[src/sv/dgr_pkg.sv]
// Shared types, constants and font lookup for the double-size decimal glyph renderer.
// No dependencies; every other file of the block imports this package.
package dgr_pkg;

    localparam int unsigned MAX_DIGITS_DEF = 10;
    localparam int unsigned GLYPH_COLUMNS  = 5;
    localparam int unsigned GLYPH_COUNT    = 17;

    localparam logic [7:0]  GLYPH_ADVANCE  = 8'd12;
    localparam logic [2:0]  LAST_COL       = 3'(GLYPH_COLUMNS - 1);
    localparam logic [31:0] RECIP_10       = 32'hCCCC_CCCD;
    localparam logic        CMD_NUMBER     = 1'b0;
    localparam logic        CMD_GLYPH      = 1'b1;

    typedef struct packed {
        logic        cmd;
        logic [31:0] value;
        logic [7:0]  start_column;
        logic [1:0]  text_line;
    } dgr_in_t;

    typedef struct packed {
        logic [2:0] top_page;
        logic [7:0] column;
        logic [7:0] top_byte;
        logic [7:0] bottom_byte;
        logic [7:0] next_column;
        logic       last;
    } dgr_out_t;

    typedef enum logic [1:0] {
        ST_IDLE,
        ST_MUL,
        ST_FIX,
        ST_EMIT
    } dgr_state_t;

    // Font row of one glyph; column 0 sits in the top byte.
    function automatic logic [39:0] font_row(input logic [4:0] id);
        logic [39:0] row;
        case (id)
            5'd0:    row = 40'h3E_51_49_45_3E;
            5'd1:    row = 40'h00_42_7F_40_00;
            5'd2:    row = 40'h42_61_51_49_46;
            5'd3:    row = 40'h21_41_45_4B_31;
            5'd4:    row = 40'h18_14_12_7F_10;
            5'd5:    row = 40'h27_45_45_45_39;
            5'd6:    row = 40'h3C_4A_49_49_30;
            5'd7:    row = 40'h01_71_09_05_03;
            5'd8:    row = 40'h36_49_49_49_36;
            5'd9:    row = 40'h06_49_49_29_1E;
            5'd10:   row = 40'hFC_24_24_24_18;
            5'd11:   row = 40'h7C_08_04_04_78;
            5'd12:   row = 40'h3C_40_40_20_7C;
            5'd13:   row = 40'h7C_04_18_04_78;
            5'd14:   row = 40'h7F_09_09_09_01;
            5'd15:   row = 40'h7F_08_08_08_7F;
            5'd16:   row = 40'h00_60_60_00_00;
            default: row = '0;
        endcase
        return row;
    endfunction

    function automatic logic [7:0] font_col(input logic [4:0] id, input logic [2:0] c);
        logic [39:0] row;
        logic [7:0]  bits;
        row = font_row(id);
        case (c)
            3'd0:    bits = row[39:32];
            3'd1:    bits = row[31:24];
            3'd2:    bits = row[23:16];
            3'd3:    bits = row[15:8];
            3'd4:    bits = row[7:0];
            default: bits = '0;
        endcase
        return bits;
    endfunction

    // Each nibble bit j fills bits 2j and 2j+1.
    function automatic logic [7:0] double_nibble(input logic [3:0] n);
        return {n[3], n[3], n[2], n[2], n[1], n[1], n[0], n[0]};
    endfunction

endpackage

[src/sv/dgr_div10.sv]
// Shared divide-by-ten unit: reciprocal multiply, registered product, then quotient and remainder.
// Depends on dgr_pkg.
module dgr_div10 (
    input  logic        clk,
    input  logic        mul_en,
    input  logic [31:0] dividend,
    output logic [31:0] quotient,
    output logic [3:0]  remainder
);
    import dgr_pkg::*;

    logic [63:0] prod_reg;
    logic [31:0] times_ten;

    // capture the product; dividend must hold until the next cycle
    always_ff @(posedge clk)
    begin
        if (mul_en)
        begin
            prod_reg <= {32'd0, dividend} * {32'd0, RECIP_10};
        end
    end

    assign quotient  = {3'd0, prod_reg[63:35]};
    assign times_ten = {quotient[28:0], 3'd0} + {quotient[30:0], 1'b0};
    assign remainder = 4'(dividend - times_ten);

endmodule

[src/sv/decimal_glyph_renderer_2x_top.sv]
// Top level of the double-size decimal glyph renderer: sequencer, digit stack,
// output register. Depends on dgr_pkg and dgr_div10.
//
// Usage:
//   in channel  (in_valid/in_ready/in_data): one request, either a number to print
//   in decimal (cmd = CMD_NUMBER) or a glyph id 0..16 (cmd = CMD_GLYPH).
//   out channel (out_valid/out_ready/out_data): one result per font column, five
//   per glyph, with last set on the final column of the request.
// Timing:
//   A number goes through the shared divide-by-ten unit once per decimal digit
//   (multiply, then correct and push), and its results follow once every digit
//   is stacked. Results then leave at one per cycle while out_ready is high,
//   5*D in all for a number of D digits.
//   A glyph request skips the divide phase and gives five results.
//   The block takes one request at a time; in_ready is high only when idle.
//   A glyph id above 16 is dropped with no results, and the block stays ready.
// Reset: rst_n clears the sequencer state and the output valid; payload is left as is.
// Stall: when out_ready is low the output register holds its result and the
//   sequencer waits; nothing is lost. The last result may still sit in the
//   output register while the next request is accepted.
module decimal_glyph_renderer_2x_top #(
    parameter int unsigned MAX_DIGITS = dgr_pkg::MAX_DIGITS_DEF
) (
    input  logic             clk,
    input  logic             rst_n,
    input  logic             in_valid,
    output logic             in_ready,
    input  dgr_pkg::dgr_in_t in_data,
    output logic             out_valid,
    input  logic             out_ready,
    output dgr_pkg::dgr_out_t out_data
);
    import dgr_pkg::*;

    localparam int unsigned CNT_W = $clog2(MAX_DIGITS + 1);
    localparam int unsigned IDX_W = (MAX_DIGITS > 1) ? $clog2(MAX_DIGITS) : 1;

    dgr_state_t       state_reg, state_next;
    logic [31:0]      val_reg, val_next;
    logic [CNT_W-1:0] cnt_reg, cnt_next;
    logic [IDX_W-1:0] ptr_reg, ptr_next;
    logic [7:0]       col_reg, col_next;
    logic [1:0]       line_reg, line_next;
    logic             gcmd_reg, gcmd_next;
    logic [4:0]       gid_reg, gid_next;
    logic [2:0]       cidx_reg, cidx_next;
    logic             out_valid_reg, out_valid_next;
    dgr_out_t         out_data_reg, out_data_next;

    logic [3:0]       digits_reg [MAX_DIGITS];
    logic             push;

    logic             mul_en;
    logic [31:0]      quotient;
    logic [3:0]       remainder;
    logic [4:0]       glyph_id;
    logic [7:0]       font_bits;
    logic             out_load;

    dgr_div10 u_div10 (
        .clk       (clk),
        .mul_en    (mul_en),
        .dividend  (val_reg),
        .quotient  (quotient),
        .remainder (remainder)
    );

    // glyph under emission: the request's id, or the stacked digit
    assign glyph_id  = (gcmd_reg == CMD_GLYPH) ? gid_reg : {1'b0, digits_reg[ptr_reg]};
    assign font_bits = font_col(glyph_id, cidx_reg);

    always_comb
    begin
        state_next     = state_reg;
        val_next       = val_reg;
        cnt_next       = cnt_reg;
        ptr_next       = ptr_reg;
        col_next       = col_reg;
        line_next      = line_reg;
        gcmd_next      = gcmd_reg;
        gid_next       = gid_reg;
        cidx_next      = cidx_reg;
        out_data_next  = out_data_reg;
        out_valid_next = out_valid_reg && !out_ready;
        in_ready       = 1'b0;
        mul_en         = 1'b0;
        push           = 1'b0;
        out_load       = 1'b0;

        case (state_reg)
            ST_IDLE:
            begin
                in_ready = 1'b1;
                if (in_valid)
                begin
                    val_next  = in_data.value;
                    col_next  = in_data.start_column;
                    line_next = in_data.text_line;
                    gcmd_next = in_data.cmd;
                    gid_next  = in_data.value[4:0];
                    cnt_next  = '0;
                    ptr_next  = '0;
                    cidx_next = '0;
                    if (in_data.cmd == CMD_NUMBER)
                    begin
                        state_next = ST_MUL;
                    end
                    else if (in_data.value < 32'(GLYPH_COUNT))
                    begin
                        state_next = ST_EMIT;
                    end
                end
            end

            ST_MUL:
            begin
                mul_en     = 1'b1;
                state_next = ST_FIX;
            end

            ST_FIX:
            begin
                // push the low digit, keep dividing until nothing is left or the stack is full
                push     = 1'b1;
                val_next = quotient;
                cnt_next = cnt_reg + CNT_W'(1);
                if (quotient == 32'd0 || cnt_next == CNT_W'(MAX_DIGITS))
                begin
                    ptr_next   = cnt_reg[IDX_W-1:0];
                    cidx_next  = '0;
                    state_next = ST_EMIT;
                end
                else
                begin
                    state_next = ST_MUL;
                end
            end

            ST_EMIT:
            begin
                out_load = !out_valid_reg || out_ready;
                if (out_load)
                begin
                    out_valid_next            = 1'b1;
                    out_data_next.top_page    = {line_reg, 1'b0};
                    out_data_next.column      = col_reg + {4'd0, cidx_reg, 1'b0};
                    out_data_next.top_byte    = double_nibble(font_bits[3:0]);
                    out_data_next.bottom_byte = double_nibble(font_bits[7:4]);
                    out_data_next.next_column = col_reg + GLYPH_ADVANCE;
                    out_data_next.last        = (ptr_reg == '0) && (cidx_reg == LAST_COL);
                    if (cidx_reg == LAST_COL)
                    begin
                        cidx_next = '0;
                        col_next  = col_reg + GLYPH_ADVANCE;
                        if (ptr_reg == '0)
                        begin
                            state_next = ST_IDLE;
                        end
                        else
                        begin
                            ptr_next = ptr_reg - IDX_W'(1);
                        end
                    end
                    else
                    begin
                        cidx_next = cidx_reg + 3'd1;
                    end
                end
            end

            default:
            begin
                state_next = ST_IDLE;
            end
        endcase
    end

    always_ff @(posedge clk or negedge rst_n)
    begin
        if (!rst_n)
        begin
            state_reg     <= ST_IDLE;
            out_valid_reg <= 1'b0;
        end
        else
        begin
            state_reg     <= state_next;
            out_valid_reg <= out_valid_next;
        end
    end

    always_ff @(posedge clk)
    begin
        val_reg      <= val_next;
        cnt_reg      <= cnt_next;
        ptr_reg      <= ptr_next;
        col_reg      <= col_next;
        line_reg     <= line_next;
        gcmd_reg     <= gcmd_next;
        gid_reg      <= gid_next;
        cidx_reg     <= cidx_next;
        out_data_reg <= out_data_next;
    end

    // digit stack, least significant digit at the bottom
    always_ff @(posedge clk)
    begin
        if (push)
        begin
            digits_reg[cnt_reg[IDX_W-1:0]] <= remainder;
        end
    end

    assign out_valid = out_valid_reg;
    assign out_data  = out_data_reg;

endmodule

[config.mk]
export PLATFORM = sky130hd
export DESIGN_NAME = decimal_glyph_renderer_2x_top
export DESIGN_NICKNAME = d
export VERILOG_FILES = /design/src/sv/dgr_pkg.sv /design/src/sv/dgr_div10.sv /design/src/sv/decimal_glyph_renderer_2x_top.sv
export SDC_FILE = /design/constraint.sdc
export NUM_CORES = 1
export LEC_CHECK = 0
export BUFFER_PORTS_ARGS = -buffer_cell sky130_fd_sc_hd__clkbuf_2
export CORE_ASPECT_RATIO = 2
export CORE_MARGIN = 5
export CORE_UTILIZATION = 45
export CTS_BUF_LIST = sky130_fd_sc_hd__clkbuf_2 sky130_fd_sc_hd__clkbuf_4 sky130_fd_sc_hd__clkbuf_8
export DETAILED_ROUTE_END_ITERATION = 8
export PLACE_DENSITY_LB_ADDON = 0.12
export SETUP_SLACK_MARGIN = 0.1
export SLEW_MARGIN = 20
export SYNTH_ARGS = -nofsm -noshare
export SYNTH_HDL_FRONTEND = slang
export SYNTH_SLANG_ARGS = --single-unit
[constraint.sdc]
create_clock -name clk -period 6.6 [get_ports clk]
set_input_delay 1.32 -clock clk [delete_from_list [all_inputs] [get_ports clk]]
set_output_delay 1.32 -clock clk [all_outputs]
set_load 0.05 [all_outputs]
==> flow_summary.json <==
{
  "synthCells": 2396,
  "crit_required_ns": 6.87,
  "drtIter0Drc": 1132,
  "finalCriticalPeriod_ns": 7.01,
  "clk_pin_slew_ns": 0.16,
  "largest_reg_flops": 40,
  "die_area_mm2": 0.0601,
  "nets": 3655,
  "cts_made_buffers": 17,
  "cp_max_fo": 4,
  "setup_viol": 24,
  "ys_warn_count": 0,
  "async_flop_share": 0.0186,
  "drive_gt1_frac": 0.266,
  "synthTopCellsByCount": "600 x inv_1, 387 x fa_1, 378 x ha_1",
  "dr.pass1.iters": 6,
  "grt_pass1_vias": 21200,
  "gr-total-overflow": 0,
  "fp-row-count": 121,
  "cts_tree": "built",
  "fmaxAchievable_mhz": 143,
  "cap_viol_max_count": 0,
  "die_x_um": 176,
  "ant_nets": 0,
  "setup.worst_path.start_class": "flip-flop",
  "synth_area_mm2": 0.0247,
  "coreArea_mm2": 0.0545,
  "crit_type": "flip-flop to flip-flop",
  "start_util": 0.454,
  "grt_usage": 0.306,
  "min_period_over_period": 1.06,
  "max_slew_margin": 0.316,
  "synth_seq_cells": 161,
  "crit_arrival_ns": 7.28,
  "worst_hold_path_type": "flip-flop to flip-flop",
  "yosysMostFrequentCell": "inv_1",
  "hpwl_mm": 80.9,
  "synth_cell_types": 79,
  "fin_tns_setup_ns": -5.82,
  "gp_congestion": 1.06,
  "hold_buffers": 0,
  "synth_nets": 3208,
  "port_buffers": 83,
  "yosys.area.top_type": "fa_1",
  "clk_latency_ns": 0.53,
  "synth-main-ff-cell": "edfxtp_1",
  "boundaryPins": 85,
  "utilization": 0.562,
  "routedWlPerCell_um": 25.7,
  "seq_area_frac_synth": 0.193,
  "violations": "negative setup slack",
  "layout_setup_ws_ns": -0.407,
  "die_h_um": 342,
  "drc": 0,
  "route.vias.total": 18900,
  "grt_max_degree": 37,
  "outcome": "complete, but fails checks",
  "slew_viol_final": 0,
  "syn_to_final_growth_pct": 23.7,
  "synth-edff-count": 154,
  "crit_path_end_kind": "flip-flop",
  "cts-root-buf": "clkbuf_8",
  "routed_via_density": 5.35,
  "synth_area_per_cell_um2": 10.3,
  "hold_viol_final": 0,
  "drt-total-wl_mm": 90.8,
  "synth.top_cell.area_share": 0.313,
  "grt_pass1_wl_mm": 132,
  "worst_pin_slew_ns": 1.02,
  "clock_sinks": 161,
  "synth_area_leaders": "fa_1 31%, ha_1 19%, edfxtp_1 19%",
  "htree_levels": 4,
  "clock_skew_ns": 0.0575,
  "clockBufferDepth": 2,
  "antenna_found_initial": 4,
  "rsz0062_at_grt": "yes"
}
==> repair_timing <==
| action | 4_1_cts | 5_1_grt |
|---|---|---|
| pin swaps | 57 | 73 |
| endpoints found under the hold margin | 0 | 0 |
| buffers inserted | 28 | 21 |
| gates resized for setup | 123 | 129 |
| setup endpoints to repair | 29 | 29 |
==> cell families (layout without fill, tap and decap cells) <==
kind of cell | count (synthesis) | after routing | synth area share
flops | 161 | 161 | 0.193
xor+xnor | 94 | 94 | 0.0333
mux | 23 | 23 | 0.0139
compound gates | 300 | 300 | 0.0781
simple gates | 390 | 390 | 0.0736
fa+ha+maj | 765 | 765 | 0.504
buf+inv | 662 | 1121 | 0.104
other cells | 1 | 5 | 0.000152
==> critical path, cell delays in order (launching register included) <==
cell and delay (ns):
edfxtp_1 0.53, ha_4 0.35, inv_2 0.04, fa_1 0.49, inv_2 0.05, fa_1 0.55, inv_1 0.06, fa_1 0.50
inv_2 0.05, fa_2 0.53, fa_1 0.57, fa_1 0.45, fa_1 0.58, ha_4 0.24, a21oi_1 0.19, o21ai_2 0.12
a21oi_1 0.15, and3_4 0.23, o2111ai_4 0.15, a311oi_4 0.44, or3_4 0.23, a31oi_2 0.09, xor2_1 0.16
==> stage by stage <==
step	area, um2	std cells	setup slack (ns)	hold slack (ns)
3_5_place_dp	28700	3453	-0.705	0.408
2_1_floorplan	25100	2396	0.0344	0.400
5_1_grt	30600	3535	-0.532	0.434
4_1_cts	29800	3511	-0.322	0.432
3_3_place_gp	28700	3453	-0.748	0.403
6_report	30600	3535	-0.407	0.431
==> worst paths after layout <==
| check | startpoint | depth (start not counted) | endpoint | slack, ns |
|---|---|---|---|---|
| max | val_reg[20]$_DFFE_PP_ | 22 | u_div10.prod_reg[59]$_DFFE_PP_ | -0.41 |
| min | line_reg[1]$_DFFE_PP_ | 0 | out_data[35]$_DFFE_PP_ | 0.43 |
| max reg2reg | val_reg[20]$_DFFE_PP_ | 22 | u_div10.prod_reg[59]$_DFFE_PP_ | -0.41 |
| min reg2reg | line_reg[1]$_DFFE_PP_ | 0 | out_data[35]$_DFFE_PP_ | 0.43 |
| max in group asynchronous | rst_n | 1 | state_reg[0]$_DFFE_PN0P_ | 5.85 |
| min in group asynchronous | rst_n | 1 | out_valid$_DFF_PN0_ | 0.62 |
==> cell type report <==
cell class | count | area, um2
Clock inverter | 14 | 181
Timing Repair Buffer | 489 | 3540
Inverter | 601 | 2260
Sequential cell | 161 | 4780
Multi-Input combinational cell | 1573 | 18800
Fill cell | 4895 | 23900
Clock buffer | 17 | 234
Tap cell | 676 | 846
Antenna cell | 4 | 10.0
==> layout by cell type, fill, tap and decap left out, drive strengths merged, types with 34 or more instances in the layout <==
| master | netlist | final |
|---|---|---|
| a21o | 34 | 34 |
| a21oi | 102 | 102 |
| buf | 20 | 406 |
| clkbuf | 41 | 100 |
| edfxtp | 154 | 154 |
| fa | 387 | 387 |
| ha | 378 | 378 |
| inv | 601 | 610 |
| nand2 | 187 | 187 |
| nor2 | 59 | 59 |
| o21ai | 62 | 62 |
| xnor2 | 48 | 48 |
| xor2 | 46 | 46 |
==> per-layer routing <==
metal	share of wire	vias to the layer above	GRT usage
met5	0	-	0
met4	0.16	0	0.346
met3	0.027	354	0.0296
met2	0.54	586	0.573
met1	0.28	9401	0.255
li1	-	8568	-
Power is left out: the tool's default activity adds up to more than one toggle a clock period on the data nets, which glitch-free logic cannot reach.
